$ cat src/design/ttps_pkg.sv
// Shared types, constants and codes for the transposition table probe/store block.
`timescale 1ns / 1ps

package ttps_pkg;

   // Table geometry
   localparam int INDEX_BITS  = 16;
   localparam int TABLE_DEPTH = 1 << INDEX_BITS;

   typedef logic [INDEX_BITS-1:0] index_type;

   // Operation codes carried in req_tuser
   localparam logic OP_PROBE = 1'b0;
   localparam logic OP_STORE = 1'b1;

   // Bound types
   localparam logic [1:0] NODE_EXACT = 2'd0;
   localparam logic [1:0] NODE_LOWER = 2'd1;
   localparam logic [1:0] NODE_UPPER = 2'd2;
   localparam logic [1:0] NODE_NONE  = 2'd3;

   // Values of an empty entry
   localparam logic signed [15:0] EMPTY_SCORE = -16'sd29501;
   localparam logic signed [6:0]  EMPTY_DEPTH = -7'sd1;

   // Request and result word widths, before and after padding to whole bytes
   localparam int REQ_BITS      = 154;
   localparam int REQ_DATA_BITS = 160;
   localparam int RSP_BITS      = 50;
   localparam int RSP_DATA_BITS = 56;

   // One table entry
   typedef struct packed {
      logic [63:0]        hash;
      logic signed [15:0] score;
      logic signed [6:0]  depth;
      logic [1:0]         node_type;
      logic [31:0]        move;
   } entry_type;

   // One request word, unpacked
   typedef struct packed {
      logic               op;
      logic [63:0]        hash;
      logic [5:0]         depth;
      logic signed [15:0] score;
      logic [1:0]         node_type;
      logic [31:0]        move;
      logic signed [15:0] alpha;
      logic signed [15:0] beta;
      logic               not_root;
      logic               single_occurrence;
   } req_type;

   // One result word, unpacked
   typedef struct packed {
      logic               cutoff;
      logic signed [15:0] stored_score;
      logic [31:0]        hint_move;
      logic               written;
   } rsp_type;

   // Controller states
   typedef enum logic [1:0] {
      ST_CLEAR,
      ST_IDLE,
      ST_LOOKUP,
      ST_UPDATE
   } state_type;

   // Controller to datapath
   typedef struct packed {
      logic clear_wr;   // write the empty entry at the sweep address
      logic load_req;   // capture the incoming request word
      logic mem_rd;     // read the indexed entry
      logic commit;     // write back if replaced, load the result register
   } cmd_type;

   // Datapath to controller
   typedef struct packed {
      logic clear_last; // sweep address is at the last entry
      logic rsp_free;   // result register can take a word this cycle
   } sts_type;

endpackage

$ cat src/design/ttps_ctrl.sv
// Controller state machine: reset sweep, accept, lookup and update sequencing.
`timescale 1ns / 1ps

module ttps_ctrl (
   input  logic               clock,
   input  logic               reset,
   input  logic               req_tvalid,
   output logic               req_tready,
   input  ttps_pkg::sts_type  sts,
   output ttps_pkg::cmd_type  cmd
);

   ttps_pkg::state_type state_ff;
   ttps_pkg::state_type state_in;

   // Hold the state
   always_ff @(posedge clock) begin
      if (reset) begin
         state_ff <= ttps_pkg::ST_CLEAR;
      end else begin
         state_ff <= state_in;
      end
   end

   // Next state
   always_comb begin
      state_in = state_ff;
      case (state_ff)
         ttps_pkg::ST_CLEAR: begin
            if (sts.clear_last) begin
               state_in = ttps_pkg::ST_IDLE;
            end
         end
         ttps_pkg::ST_IDLE: begin
            if (req_tvalid) begin
               state_in = ttps_pkg::ST_LOOKUP;
            end
         end
         ttps_pkg::ST_LOOKUP: begin
            state_in = ttps_pkg::ST_UPDATE;
         end
         ttps_pkg::ST_UPDATE: begin
            if (sts.rsp_free) begin
               state_in = ttps_pkg::ST_IDLE;
            end
         end
         default: begin
            state_in = ttps_pkg::ST_CLEAR;
         end
      endcase
   end

   // Outputs
   always_comb begin
      cmd        = '0;
      req_tready = 1'b0;
      case (state_ff)
         ttps_pkg::ST_CLEAR: begin
            cmd.clear_wr = 1'b1;
         end
         ttps_pkg::ST_IDLE: begin
            req_tready   = 1'b1;
            cmd.load_req = req_tvalid;
         end
         ttps_pkg::ST_LOOKUP: begin
            cmd.mem_rd = 1'b1;
         end
         ttps_pkg::ST_UPDATE: begin
            cmd.commit = sts.rsp_free;
         end
         default: begin
            cmd = '0;
         end
      endcase
   end

endmodule

$ cat config.mk
export PLATFORM = sky130hd
export DESIGN_NAME = ttps_ctrl
export DESIGN_NICKNAME = d
export VERILOG_FILES = /design/src/design/ttps_pkg.sv /design/src/design/ttps_ctrl.sv
export SDC_FILE = /design/constraint.sdc
export NUM_CORES = 1
export LEC_CHECK = 0
export BUFFER_PORTS_ARGS = -buffer_cell sky130_fd_sc_hd__buf_2
export CELL_PAD_IN_SITES_DETAIL_PLACEMENT = 0
export CELL_PAD_IN_SITES_GLOBAL_PLACEMENT = 1
export CORE_AREA = 3 3 40 42
export DETAILED_ROUTE_END_ITERATION = 7
export DIE_AREA = 0 0 43 45
export HOLD_SLACK_MARGIN = 0.05
export PLACE_DENSITY = 0.43
export SLEW_MARGIN = 25
export SYNTH_ARGS = -nofsm -noshare
export SYNTH_HDL_FRONTEND = slang
export SYNTH_SLANG_ARGS = --single-unit
$ cat constraint.sdc
create_clock -name clock -period 2.6 [get_ports clock]
set_input_delay 0.39 -clock clock [delete_from_list [all_inputs] [get_ports clock]]
set_output_delay 0.39 -clock clock [all_outputs]
set_load 0.02 [all_outputs]
==> Word level (Yosys, flattened, before mapping) <==
Index checks and enable logic that the tools add are counted.
{ "totals": {"regBits": 2, "input_bits": 5, "elab_cells": 18, "out_inout_bits": 5} }
{ "classes": {"muxes": 9, "eq_ne": 6, "n_reduce_logical": 2} }
{ "op_table": {"columns": ["op", "n"], "rows": [
  ["2-bit case mux with 4 select lines", 1],
  ["2-bit 2-to-1 mux", 3],
  ["2-bit != test (second input constant)", 3],
  ["1-bit 2-to-1 mux", 5],
  ["2-bit equality test (second input constant)", 2],
  ["3-bit AND reduction", 1],
  ["2-bit by 1-bit equality test with 1-bit output (second input constant)", 1],
  ["2-bit zero test", 1]
]} }

==> Depth between registers and ports, before layout <==
{ "depth": {"word_depth": 3, "depth_mapped": 4, "depth_no_buf": 4} }

==> Worst setup path after synthesis <==
Ideal clock, no wire load.
{ "synth_path": {"path_type": "register to register", "start": "reg state_ff[0]", "end": "reg state_ff[0]", "period_less_slack_ps": 1625, "required_time_ps": 2477, "slack_ps": 975, "stages_incl_launch_ff": 5, "t_arrival_ps": 1502, "setup_ps": 123, "n_path_buf": 0, "path_cell_list": "dfxtp_1 -> inv_1 -> ha_1 -> a222oi_1 -> mux2_1"} }
{ "synth_between": {"elab_chain_len": 3, "word_cells_on_any_way": 9, "cone_classes": "6 x eq/ne; 1 x mux; 2 x reduce/logical"} }
{ "synth_lines": {"columns": ["element", "line_no", "rtl"], "rows": [
  ["from (decl)", "ttps_ctrl.sv:13", "ttps_pkg::state_type state_ff;"],
  ["from (signal assigned)", "ttps_ctrl.sv:19", "state_ff <= ttps_pkg::ST_CLEAR;"],
  ["from (signal assigned)", "ttps_ctrl.sv:21", "state_ff <= state_in;"],
  ["2-bit equality test (tied with other cells)", "ttps_ctrl.sv:28", "case (state_ff)"],
  ["2-bit != test (no source line)", null, null],
  ["3-bit AND reduction (no source line)", null, null]
]} }
Several ways; a longest one is shown, not always the timed one.
A chain may end at the register's enable or synchronous reset.

==> Worst setup path in the final report <==
Same ends and word-level chain as after synthesis.

==> flow_summary.json <==
{
  "status": "finished clean",
  "total_power_mw": 0.247,
  "initial_core_util_pct": 14.6,
  "finalSetupTns_ns": 0,
  "worst_slew_pin_slew_ns": 0.501,
  "io_pins": 10,
  "die_w_um": 43,
  "slew_violations": 0,
  "dp_hpwl_um": 317,
  "ctsLongestPathBuffers": 2,
  "globalplace.congestion": 0.721,
  "detail-route-antenna-nets": 0,
  "clk_pin_slew_worst_paths_ns": 0.03,
  "dp_slack_ns": 0.919,
  "period_share_pct": 64.0,
  "tritoncts": "done",
  "top_register": "state_ff",
  "vias": 165,
  "io_buffers": 9,
  "ys_seq_elements": 2,
  "slew_headroom_pct": 66.6,
  "rsz0062_at_grt": "false",
  "dp.cells": 45,
  "required_ns": 2.70,
  "power.switching_mw": 0.102,
  "clock_power_share_pct": 27.4,
  "stdcell_count": 48,
  "grt_pass1_vias": 181,
  "fillers": 146,
  "cts_sinks": 2,
  "start_kind": "register",
  "antennaDiodeCount": 0,
  "dieHeight_um": 45,
  "design.core.area_mm2": 0.00128,
  "totalWireLength_um": 386,
  "dpl_cell_area_um2": 251,
  "grt_pass1_wl_um": 655,
  "syn_nets": 31,
  "dieArea_mm2": 0.00194,
  "fin_nets": 45,
  "drive_above_1_share_pct": 42.4,
  "whs_ns": 0.484,
  "max_cap_violations": 0,
  "finalClockSkew_ns": 0.00159,
  "rows": 13,
  "gr-usage-all-layers_pct": 4.90,
  "p_comb_share_pct": 51.0,
  "grt-ovfl-total": 0,
  "clk_latency_ns": 0.22,
  "setup_viol": 0,
  "antenna_found_initial": 0,
  "fmax_ghz": 0.601,
  "syn-cell-area_um2": 188,
  "cts_resized": 0,
  "internal_power_mw": 0.144,
  "period_minus_slack_ns": 1.66,
  "vias_per_cell": 3.44,
  "firstDrtPassIters": 4,
  "cp_max_fo": 4,
  "postSynthCellCount": 21,
  "seq_power_share_pct": 21.7,
  "drcViolationCount": 0,
  "cts_buffers": 3,
  "drtIter0Drc": 3,
  "arrival_ns": 1.77,
  "ir_drop_uv": 247,
  "yosys_warnings": 0,
  "avgSynthCellArea_um2": 8.94,
  "syn_to_final_growth_pct": 46.0,
  "synth_seq_area_share_pct": 21.3,
  "holdBufCountCts": 0,
  "reg_top3": "state_ff (2)",
  "endpoint_kind": "register",
  "wire_per_inst_um": 8.04,
  "final_hold_viol_count": 0,
  "cts.htree.levels": 1,
  "cts_setup_buffers": 0,
  "min_path_type": "primary input to register",
  "largest_reg_flops": 2,
  "postLayoutCoreUtil_pct": 21.3,
  "p_leak_nw": 0.151,
  "setup_slack_ns": 0.936,
  "root_buffer": "clkbuf_4",
  "power_density_mw_per_mm2": 900,
  "ys_types": 11,
  "grt_max_degree": 5,
  "netSwitchingFraction_pct": 41.5,
  "fin_area_um2": 274,
  "crit_type": "register to register"
}
power groups by stage:
stage / logic (mW) / registers [mW] / clock network (mW)
after global routing: 0.140 / 0.0554 / 0.0742
after global placement: 0.128 / 0.0548 / 0
after floorplan: 0.0974 / 0.0509 / 0
after CTS: 0.128 / 0.0537 / 0.0733
after detailed placement: 0.128 / 0.0545 / 0
final: 0.126 / 0.0535 / 0.0675
cell usage after synthesis, drive strengths merged:
library cell  instances  area [um^2]
mux2                  1         11.3
clkinvlp              1         5.00
dfxtp                 2         40.0
a222oi                1         10.0
inv                   4         15.0
and2                  2         13.8
nor2                  2         7.51
mux2i                 1         10.0
ha                    5         62.6
nand2b                2         12.5
critical path, stage by stage, from the launching register on:
cell      delay, ns
dfxtp_1        0.38
inv_1          0.10
ha_1           0.22
a222oi_1       0.49
mux2_1         0.36
layer usage:
| layer | track usage (%) | share of wire (%) |
|---|---|---|
| met4 | 7.23 | 0 |
| met1 | 5.28 | 46 |
| met5 | 0 | 0 |
| met2 | 6.29 | 40 |
| met3 | 1.59 | 13 |
final cells by class:
type | count | area [um^2] | area share (%)
multi-input combinational | 14 | 128 | 46.6
timing repair buffer | 9 | 45.0 | 16.4
tap | 15 | 18.8 | 6.85
inverter | 5 | 20.0 | 7.31
clock buffer | 3 | 22.5 | 8.22
sequential | 2 | 40.0 | 14.6
layout by cell type (no fill, tap or decap), drive strengths merged:
| master | n |
|---|---|
| a222oi | 1 |
| and2 | 2 |
| buf | 9 |
| clkbuf | 3 |
| clkinvlp | 1 |
| dfxtp | 2 |
| ha | 5 |
| inv | 4 |
| mux2 | 1 |
| mux2i | 1 |
| nand2b | 2 |
| nor2 | 2 |
cells by family after synthesis:
logic type                 after synthesis  synth area share, %
DFF                                      2                 21.3
buffers and inverters                    5                 10.7
and+or+nand+nor                          6                 18.0
adders and majority gates                5                 33.3
muxes                                    2                 11.3
AOI/OAI and AO/OA                        1                 5.33
worst paths after layout:
| check | to | depth (start not counted) | startpoint | slack (ns) |
|---|---|---|---|---|
| hold reg to reg | state_ff[1] | 2 | state_ff[1] | 0.53 |
| setup / recovery | state_ff[0] | 4 | state_ff[0] | 0.94 |
| setup reg to reg | state_ff[0] | 4 | state_ff[0] | 0.94 |
| hold / removal | state_ff[1] | 3 | reset | 0.48 |
(Power assumes the default switching activity.)
